**src/hdl/qrs_pkg.sv**
```systemverilog
// Shared widths, constants and codes of the quadratic root solver.
`timescale 1ns / 1ps
`default_nettype none
package qrs_pkg;
	localparam int COEF_W            = 16;
	localparam int DISC_W            = 34;
	localparam int ROOT_W            = 34;
	localparam int DEN_W             = 17;
	localparam int FRACTION_BITS_DEF = 16;

	localparam logic [ROOT_W-1:0] ROOT_MAX = {1'b0, {(ROOT_W-1){1'b1}}};
	localparam logic [ROOT_W-1:0] ROOT_MIN = {1'b1, {(ROOT_W-1){1'b0}}};

	typedef enum logic [1:0] {
		CASE_TWO    = 2'd0,
		CASE_DOUBLE = 2'd1,
		CASE_NONE   = 2'd2,
		CASE_LINEAR = 2'd3
	} root_case_t;
endpackage
`default_nettype wire

```
**src/hdl/qrs_sqrt.sv**
```systemverilog
// Pipelined fixed-point square root, one root bit per stage.
`timescale 1ns / 1ps
`default_nettype none
module qrs_sqrt import qrs_pkg::*; #(
	parameter int FRACTION_BITS = FRACTION_BITS_DEF
) (
	input  wire logic                            clk,
	input  wire logic                            en,
	input  wire logic [DISC_W-1:0]               d,
	output      logic [DISC_W/2+FRACTION_BITS-1:0] s
);
	localparam int N = DISC_W / 2 + FRACTION_BITS;

	logic [DISC_W-1:0] d_s   [1:N];
	logic [N-1:0]      r_s   [1:N];
	logic [N+1:0]      rem_s [1:N];

	for (genvar j = 1; j <= N; j++) begin : g_stage
		localparam int I = N - j;
		logic [DISC_W-1:0] pd;
		logic [N-1:0]      pr;
		logic [N+1:0]      prem;
		logic [1:0]        pair;
		logic [N+1:0]      shifted;
		logic [N+1:0]      trial;
		logic              ge;

		if (j == 1) begin : g_first
			assign pd   = d;
			assign pr   = '0;
			assign prem = '0;
		end else begin : g_next
			assign pd   = d_s[j-1];
			assign pr   = r_s[j-1];
			assign prem = rem_s[j-1];
		end

		// Below the fraction point the radicand brings in zero pairs.
		if (I >= FRACTION_BITS) begin : g_pair
			assign pair = pd[2*(I-FRACTION_BITS)+1 -: 2];
		end else begin : g_zero
			assign pair = 2'b00;
		end

		assign shifted = {prem[N-1:0], pair};
		assign trial   = {pr, 2'b01};
		assign ge      = shifted >= trial;

		always_ff @(posedge clk) begin
			if (en) begin
				d_s[j]   <= pd;
				r_s[j]   <= {pr[N-2:0], ge};
				rem_s[j] <= ge ? shifted - trial : shifted;
			end
		end
	end

	assign s = r_s[N];
endmodule
`default_nettype wire

```
**config.mk**
```make
export PLATFORM = sky130hd
export DESIGN_NAME = qrs_sqrt
export DESIGN_NICKNAME = d
export VERILOG_FILES = /design/src/hdl/qrs_pkg.sv /design/src/hdl/qrs_sqrt.sv
export SDC_FILE = /design/constraint.sdc
export NUM_CORES = 2
export LEC_CHECK = 0
export BUFFER_PORTS_ARGS = -buffer_cell sky130_fd_sc_hd__clkbuf_2
export CORE_MARGIN = 3
export CORE_UTILIZATION = 65
export DETAILED_ROUTE_END_ITERATION = 10
export GPL_TIMING_DRIVEN = 0
export HOLD_SLACK_MARGIN = 0.1
export PLACE_DENSITY_LB_ADDON = 0.1
export SYNTH_ARGS = -nofsm -noshare
export SYNTH_HDL_FRONTEND = slang
export SYNTH_SLANG_ARGS = --single-unit
export TNS_END_PERCENT = 100
```
**constraint.sdc**
```tcl
create_clock -name clk -period 9.73 [get_ports clk]
set_clock_uncertainty 0.2 [all_clocks]
set_input_delay 0.973 -clock clk [delete_from_list [all_inputs] [get_ports clk]]
set_output_delay 0.973 -clock clk [all_outputs]
set_load 0.1 [all_outputs]
```
==> metrics.csv <==
stage,metric,value,unit
status,status,completed,
yosys,register bit total from synthesis,1825,
die,floorplan row count,139,
finish,area of the multi-input gates,36800,um^2
die,die width,388,um
finish,# fillers,9798,
clock_tree,cts bufs inserted,188,
global_routing,vias in the first global route,61800,
setup_path,r2r startpoint,rem_s[0][845],
finish,Finished Cell Area,104000,um^2
clock_tree,root buffer selected by CTS,clkbuf_16,
sta,period utilisation layout,56.8,%
place,placed insts,10100,
drt,WL final,209000,um
finish,final net count,8987,
clock_tree,"CTS clk-pin slew, worst paths",0.06,ns
clock_tree,TritonCTS clock tree,built,
place,Placed Area,97900,um^2
sta,setup ws final,4.20,ns
clock_tree,Max Root-Sink Buffers,3,
setup_path,Critical Path Start Type,register,
global_routing,GRT overflow,0,
die,Die Y,388,um
clock_tree,setup bufs post-CTS,0,
yosys,ys flop type,edfxtp_1,
power_and_ir_drop,Peak VDD IR,0.205,mV
sta,Final min period,5.53,ns
global_routing,initial antenna violation count,0,
global_routing,Global Route Usage Sum,27.8,%
clock_tree,Skew-Pair Late Insertion Delay,0.82,ns
finish,Area growth syn-to-layout,10.3,%
finish,register area,54800,um^2
die,Core Region,144000,um^2
drt,routed via count,62800,
place,GPL Wtd Cong,0.913,
yosys,ys async rst share,0,%
min_path,hold_sp,d[4],
yosys,"Avg Cell Area, Syn",11.7,um^2
die,I/O Pins,69,
power_and_ir_drop,Power Dens Cells,234,nW/um^2
finish,layout cell share with drive strength beyond 1,6.12,%
clock_tree,cts repair resizes,0,
setup_path,WP data arrival,5.81,ns
sta,measured slew at the worst slew-check pin,1.27,ns
sta,setup TNS,0,ns
setup_path,Worst setup EP type,register,
sta,Fmax,181,MHz
die,Die ar.,150000,um^2
clock_tree,H-tree levels,4,
place,Port Buf Inserts,68,
min_path,worst hold-check path type,input port to register,
drt,Routed WL per cell,20.1,um
power_and_ir_drop,total power,24.5,mW
die,Initial Utilization,65.7,%
yosys,yosys warns,0,
sta,RSZ-0062 raised after global routing,no,
yosys,top post-synthesis cells by area,"edfxtp_1, ha_1, xor2_1, xnor2_1, a21oi_1",
min_path,Min-Delay Path Depth,1,
min_path,Hold EP,d_s[0][38],
setup_path,crit path from,rem_s[0][845],
yosys,Synth Net Count,8684,
setup_path,reg2reg end,rem_s[0][891],
sta,max-slew violation count,0,
finish,# diodes,0,
finish,"most common cell after layout, fill and taps aside",edfxtp_1,
global_routing,first-pass GRT wire length,334000,um
setup_path,CP max FO,11,
sta,final setup fails,0,
drt,Pre-antenna DRT Iters,8,
clock_tree,CTS sink count,1825,
setup_path,reg2reg path depth,13,
run,MaxCap Viol Count,0,
place,dpl ws,4.29,ns
yosys,"area leader, netlist",edfxtp_1,
yosys,Post-Syn Area,94700,um^2
sta,Final Hold Viols,0,
drt,Vias/cell,6.02,
drt,DRC viols,0,
yosys,Mapped Cells,8069,
drt,Starting DRT DRC Count,5115,
setup_path,critical path type,register to register,
global_routing,largest net degree at the start of global routing,128,
finish,non-filler instance count after layout,10400,
yosys,sequential element share of the synthesized area,57.8,%
drt,"antenna viol nets, final",0,
yosys,Post-synth EDFFs,1825,
power_and_ir_drop,Leakage,40.5,nW
sta,worst rel slew slack,14.8,%
yosys,top cell type's share of synthesized area,57.8,%
yosys,Yosys cell types,83,
setup_path,Worst R2R Setup Slack,4.20,ns
place,HPWL after DPL,153000,um
clock_tree,Hold Buf Count CTS,29,
finish,most frequent cells in the layout,"edfxtp_1, inv_1, nand2_1",
setup_path,CP required,10.01,ns
[metal layers]
layer	track usage [%]	wire (um)
met4	8.63	6230
met2	48.6	106000
met5	0	0
met3	3.37	9640
met1	36.3	87200
[report_power, final]
part | internal [mW] | switching [mW] | leakage (nW)
combinational | 2.56 | 3.55 | 20.2
clock | 4.15 | 3.10 | 3.01
sequential | 10.2 | 0.854 | 17.3
[cell families after synthesis]
kind of cell,after synthesis,synth area share [%]
flops,1825,57.8
xor+xnor,785,7.26
simple gates,2171,11.2
buf+inv,838,3.35
mux,95,1.13
other cells,1,0.00396
compound gates,1775,11.5
fa+ha+maj,579,7.76
[through the flow]
step	util [%]	hold WS, ns
floorplan	-	0.200
global placement	67.6	0.200
CTS	72.5	0.109
finish	72.5	0.158
global route	72.5	0.122
detailed placement	67.9	0.205
[worst max-delay path, cell delays in order (launching register included)]
cell,delay (ns)
edfxtp_1,0.43
ha_1,0.30
clkbuf_1,0.27
nand2_1,0.09
nor3_1,0.44
nand3_1,0.15
nand3_1,0.31
a21oi_1,0.14
o221ai_1,0.36
or2_2,0.19
clkbuf_1,0.62
clkbuf_1,0.76
clkbuf_1,0.65
a21oi_1,0.26
[cell type report]
| class | count | share of cell area [%] |
|---|---|---|
| Inverter | 701 | 2.52 |
| Sequential cell | 1825 | 52.4 |
| Multi-Input combinational cell | 5406 | 35.2 |
| Clock buffer | 222 | 4.62 |
| Tap cell | 1903 | 2.28 |
| Timing Repair Buffer | 113 | 1.03 |
| Buffer | 137 | 0.516 |
| Clock inverter | 126 | 1.39 |
[Yosys cell counts, drive strengths merged (12+ instances only)]
library cell / instances
edfxtp: 1825
inv: 698
nand2: 633
ha: 564
a21oi: 533
nor2: 531
o21ai: 507
xor2: 412
xnor2: 373
nor3: 196
a21o: 195
nand2b: 127
clkbuf: 121
o21a: 116
nor4: 110
nand3: 108
mux2: 92
nor2b: 82
or3: 80
nand4: 67
or4: 67
o31ai: 60
a211oi: 53
o21bai: 49
a31oi: 41
and3: 34
or2: 33
o211ai: 32
and2: 27
a21boi: 25
nor3b: 20
o41ai: 20
nand3b: 17
buf: 16
o31a: 16
fa: 15
a211o: 14
o22ai: 12
[flip-flops by register name, summed over array words and instances (netlist names)]
name	flops
rem_s	1008
r_s	545
d_s	272
[how the worst max path moves through the flow]
stage | end | cells after the start | slack [ns]
after floorplan | rem_s[0][689] | 14 | 5.83
after global placement | r_s[0][859] | 1 | -22.82
after detailed placement | rem_s[0][891] | 13 | 4.29
after CTS | rem_s[0][891] | 13 | 4.26
after global routing | rem_s[0][891] | 13 | 3.87
final | rem_s[0][891] | 13 | 4.20
Power figures use the tool's default switching activity.
