==> src/hdl/qrs_pkg.sv <==
// Shared widths, constants and codes of the quadratic root solver.
`timescale 1ns / 1ps
`default_nettype none
package qrs_pkg;
	localparam int COEF_W            = 16;
	localparam int DISC_W            = 34;
	localparam int ROOT_W            = 34;
	localparam int DEN_W             = 17;
	localparam int FRACTION_BITS_DEF = 16;

	localparam logic [ROOT_W-1:0] ROOT_MAX = {1'b0, {(ROOT_W-1){1'b1}}};
	localparam logic [ROOT_W-1:0] ROOT_MIN = {1'b1, {(ROOT_W-1){1'b0}}};

	typedef enum logic [1:0] {
		CASE_TWO    = 2'd0,
		CASE_DOUBLE = 2'd1,
		CASE_NONE   = 2'd2,
		CASE_LINEAR = 2'd3
	} root_case_t;
endpackage
`default_nettype wire

==> src/hdl/qrs_div.sv <==
// Pipelined unsigned restoring divider, one quotient bit per stage.
`timescale 1ns / 1ps
`default_nettype none
module qrs_div import qrs_pkg::*; #(
	parameter int NW = FRACTION_BITS_DEF + 18
) (
	input  wire logic             clk,
	input  wire logic             en,
	input  wire logic [NW-1:0]    num,
	input  wire logic [DEN_W-1:0] den,
	output      logic [NW-1:0]    q
);
	logic [NW-1:0]    nq_s  [1:NW];
	logic [DEN_W-1:0] rem_s [1:NW];
	logic [DEN_W-1:0] den_s [1:NW];

	for (genvar j = 1; j <= NW; j++) begin : g_stage
		logic [NW-1:0]    pnq;
		logic [DEN_W-1:0] prem;
		logic [DEN_W-1:0] pden;
		logic [DEN_W:0]   sh;
		logic [DEN_W:0]   diff;
		logic             ge;

		if (j == 1) begin : g_first
			assign pnq  = num;
			assign prem = '0;
			assign pden = den;
		end else begin : g_next
			assign pnq  = nq_s[j-1];
			assign prem = rem_s[j-1];
			assign pden = den_s[j-1];
		end

		// The dividend shifts out at the top while quotient bits enter below.
		assign sh   = {prem, pnq[NW-1]};
		assign ge   = sh >= {1'b0, pden};
		assign diff = sh - {1'b0, pden};

		always_ff @(posedge clk) begin
			if (en) begin
				nq_s[j]  <= {pnq[NW-2:0], ge};
				rem_s[j] <= ge ? diff[DEN_W-1:0] : sh[DEN_W-1:0];
				den_s[j] <= pden;
			end
		end
	end

	assign q = nq_s[NW];
endmodule
`default_nettype wire

==> config.mk <==
export PLATFORM = sky130hd
export DESIGN_NAME = qrs_div
export DESIGN_NICKNAME = d
export VERILOG_FILES = /design/src/hdl/qrs_pkg.sv /design/src/hdl/qrs_div.sv
export SDC_FILE = /design/constraint.sdc
export NUM_CORES = 2
export LEC_CHECK = 0
export ABC_AREA = 1
export BUFFER_PORTS_ARGS = -buffer_cell sky130_fd_sc_hd__buf_4
export CAP_MARGIN = 25
export CELL_PAD_IN_SITES_DETAIL_PLACEMENT = 1
export CELL_PAD_IN_SITES_GLOBAL_PLACEMENT = 2
export CORE_ASPECT_RATIO = 1.75
export CORE_MARGIN = 2
export CORE_UTILIZATION = 40
export CTS_BUF_LIST = sky130_fd_sc_hd__clkbuf_8 sky130_fd_sc_hd__clkbuf_16
export CTS_CLUSTER_DIAMETER = 60
export DETAILED_ROUTE_END_ITERATION = 16
export PLACE_DENSITY_LB_ADDON = 0.1
export SETUP_SLACK_MARGIN = 0.05
export SYNTH_ARGS = -nofsm -noshare
export SYNTH_HDL_FRONTEND = slang
export SYNTH_SLANG_ARGS = --single-unit
==> constraint.sdc <==
create_clock -name clk -period 4.58 [get_ports clk]
set_clock_uncertainty 0.2 [all_clocks]
set_input_delay 0.458 -clock clk [delete_from_list [all_inputs] [get_ports clk]]
set_output_delay 0.458 -clock clk [all_outputs]
set_load 0.02 [all_outputs]
==> metrics.md <==
| Metric | Value |
|---|---|
| Relative slew slack | `38.7%` |
| R2r endpoint | `rem_s[2][31]` |
| First DRT Iteration DRCs | `3318` |
| Worst-path clk slew | `60 ps` |
| Status | `completed` |
| Port bufs | `86` |
| Core footprint | `287000 µm²` |
| Clock Latency Late Sink | `a little over 900 ps` |
| Routed Antenna Nets | `0` |
| CP Class | `reg2reg` |
| Largest cells by area after synthesis | `edfxtp_1 (59%), nand2_1 (13%), inv_1 (7.0%)` |
| Worst Setup EP | `rem_s[2][31]` |
| R2R Setup Slk | `about 1500 ps` |
| Post-synth EDFFs | `roughly 2.3k` |
| Min Tclk post-route | `3100 ps` |
| First-pass GRT wire length | `482 mm` |
| YS warnings | `0` |
| Post-Route Setup TNS | `0 ps` |
| Fin nets | `about 13k` |
| FF-to-FF Start | `den_s[2][0]` |
| Post-Synth XOR/XNOR Area | `1.71%` |
| CTS max path bufs | `4` |
| Fin. max-slew vios | `0` |
| Syn Nets | `between 10k and 15k` |
| H-tree levels | `4` |
| Final HPWL from detailed placement | `250 mm` |
| Die height | `714 µm` |
| Total iterations of the first detailed-routing run | `5` |
| Sequential-to-total area share from yosys stat | `59.4%` |
| Fin util | `44.9%` |
| Routed Wire Length | `317 mm` |
| Avg WL per Cell | `19.6 µm` |
| CTS sink cnt | `around 2.3k` |
| Mux contribution to synthesized area | `0%` |
| Vias per inst | `4.82` |
| Largest net degree at the start of global routing | `approximately 140` |
| Placer Congestion | `between 0.8 and 0.9` |
| Max-cap violations | `0` |
| Vias in the first global route | `about 84k` |
| Residual DRC | `0` |
| Synth Cell Area | `~120000 µm²` |
| Most frequent cells in the layout | `nand2_1 (4123), edfxtp_1 (2278), inv_1 (2174), nand3_1 (927), ha_1 (563)` |
| Die width | `410 µm` |
| VDD IR max | `0.482 mV` |
| PostCTS Resize Cnt | `0` |
| Async set-reset flop share out of synthesis | `0%` |
| Compound-Gate Fraction of Synth Area | `1.58%` |
| Worst Path Max Fanout | `18` |
| Largest family of logic cells by synthesized area | `simple AND/OR/NAND/NOR gates` |
| Root Buffer | `clkbuf_16` |
| Synth Instances | `~12k` |
| Crit. Startpoint | `den_s[2][0]` |
| Post-Syn Area per Cell | `roughly 10 µm²` |
| Seq cells post-synth | `2278` |
| P per Cell Area | `648 nW/µm²` |
| Initial Util | `between 40% and 50%` |
| RSZ-0062 raised after global routing | `false` |
| Filler Cells Inserted | `32.1k` |
| Critical path data required time | `about 5000 ps` |
| Worst-margin pin slew | `919 ps` |
| Core Rows | `260` |
| Crit end category | `flip-flop` |
| Overflow after GRT | `0` |
| Final Power | `~83 mW` |
| Layout cells sized above 1 | `7.31%` |
| Final period util | `67.7%` |
| Simple-gate share of the synthesized area | `22.7%` |
| Vias | `77.6k` |
| CTS tree | `built` |
| Commonest non-fill, non-tap cell in the layout | `nand2_1` |
| Area share of the largest cell type after synthesis | `59.4%` |
| CP arrival | `around 3500 ps` |
| GRT Total Usage | `between 20% and 30%` |
| Post-synthesis cell type count | `44` |
| Initial antenna violation count | `8` |
| Setup crit start kind | `flip-flop` |
| Endpoints failing hold | `0` |
| Ys flop type | `edfxtp_1` |
| Reg2Reg Depth | `13` |
| Area Growth Syn to Fin | `11.8%` |
| CTS Buf Count | `around 230` |
| Fmax | `approximately 320 MHz` |
| Yosys top cell by area | `edfxtp_1` |
| Synth Area in Adders | `~6.7%` |
| Ports | `87` |
| Type of the most critical hold path | `in2reg` |
| LEAKAGE | `about 60 nW` |
| Die ar. | `293000 µm²` |
| # setup viols final | `0` |
-- sequential cells by signal (all words and copies together) (netlist names) --
register and count:
den_s 561, nq_s 1156, rem_s 561
-- worst max-delay path, stage by stage, from the launching register on --
cell	delay, ps
edfxtp_1	560
ha_1	220
inv_1	80
fa_1	420
nand2_1	100
nand2_1	110
nand3b_1	110
nand2_2	90
nand2_2	90
nand2_2	70
nand2_4	240
nand2_4	260
nand2_1	150
nand2_1	100
-- metal layers --
metal,part of all wire [%],routed length (µm),up-vias,track usage (%)
met5,0,0,-,0
met1,33,103000,37500,19.3
met2,59,186000,889,44.8
met4,6.9,21900,0,12.9
met3,1.9,5860,639,1.85
li1,-,-,38600,-
-- Yosys cell counts, types with 4 or more instances --
master	instances
nand2_1	4123
edfxtp_1	2278
inv_1	2152
nand3_1	927
ha_1	563
nor2_1	411
a21oi_1	298
xor2_1	193
nand2_2	160
nand2_4	62
nand4_1	61
buf_4	55
and2_1	45
nor2_2	44
nor3_1	39
fa_1	32
xnor2_1	32
nor2_4	30
or2_1	30
buf_6	28
inv_2	28
nor4_4	28
and3_1	27
nand3b_1	27
buf_2	23
o21a_1	14
o21ai_2	14
or2_0	11
a21oi_2	8
buf_12	5
o21ai_0	4
-- cells by family (layout without fill, tap and decap cells) --
kind of cell / after synthesis / in the layout
xor gates and xnor gates: 225 / 225
buffers and inverters: 2296 / 2817
AOI/OAI and AO/OA: 340 / 340
and+or+nand+nor: 6036 / 6036
DFF: 2278 / 2278
adders and majority gates: 595 / 595
other: 0 / 19
-- area by class of cell --
type / instances / area [µm²] / area share [%]
Sequential cell: 2278 / 68400 / 53.1
Multi-Input combinational cell: 7196 / 37600 / 29.2
Inverter: 2181 / 8190 / 6.36
Clock buffer: 233 / 5830 / 4.53
Tap cell: 3799 / 4750 / 3.69
Timing Repair Buffer: 216 / 2040 / 1.58
Clock inverter: 187 / 1850 / 1.44
Antenna cell: 19 / 47.5 / 0.0369
-- stage by stage --
step	setup slack, ps	std cells	hold slack (ps)	cell area, µm²
after floorplan	2270	11800	200	115000
after global placement	1490	15600	200	120000
after detailed placement	1410	15600	205	120000
after CTS	1400	16100	0.0457	129000
after global routing	1350	16100	49.2	129000
final	1480	16100	92.1	129000
-- how the worst min path moves through the flow --
stage,start,to,slack [ps],cells past startpoint
after floorplan,nq_s[9][9],nq_s[10][10],200,0
after global placement,nq_s[1][10],nq_s[2][11],200,0
after detailed placement,nq_s[3][24],nq_s[4][25],210,0
after CTS,num[27],nq_s[1][28],0.05,2
after global routing,num[27],nq_s[1][28],50,2
final,num[28],nq_s[1][29],90,2
-- report_power, final --
group          internal [mW]  leakage, nW  total, mW  switching (mW)
clock network           10.9         3.79       19.4            8.42
registers               28.3         22.3       31.4            3.06
logic                   10.6         34.3       32.7            22.1
-- what timing repair did --
action	in CTS	in global routing
hold endpoints to repair	134	0
buffers inserted	0	0
hold buffers	68	0
Note: power is estimated with default switching activity, not from simulation.
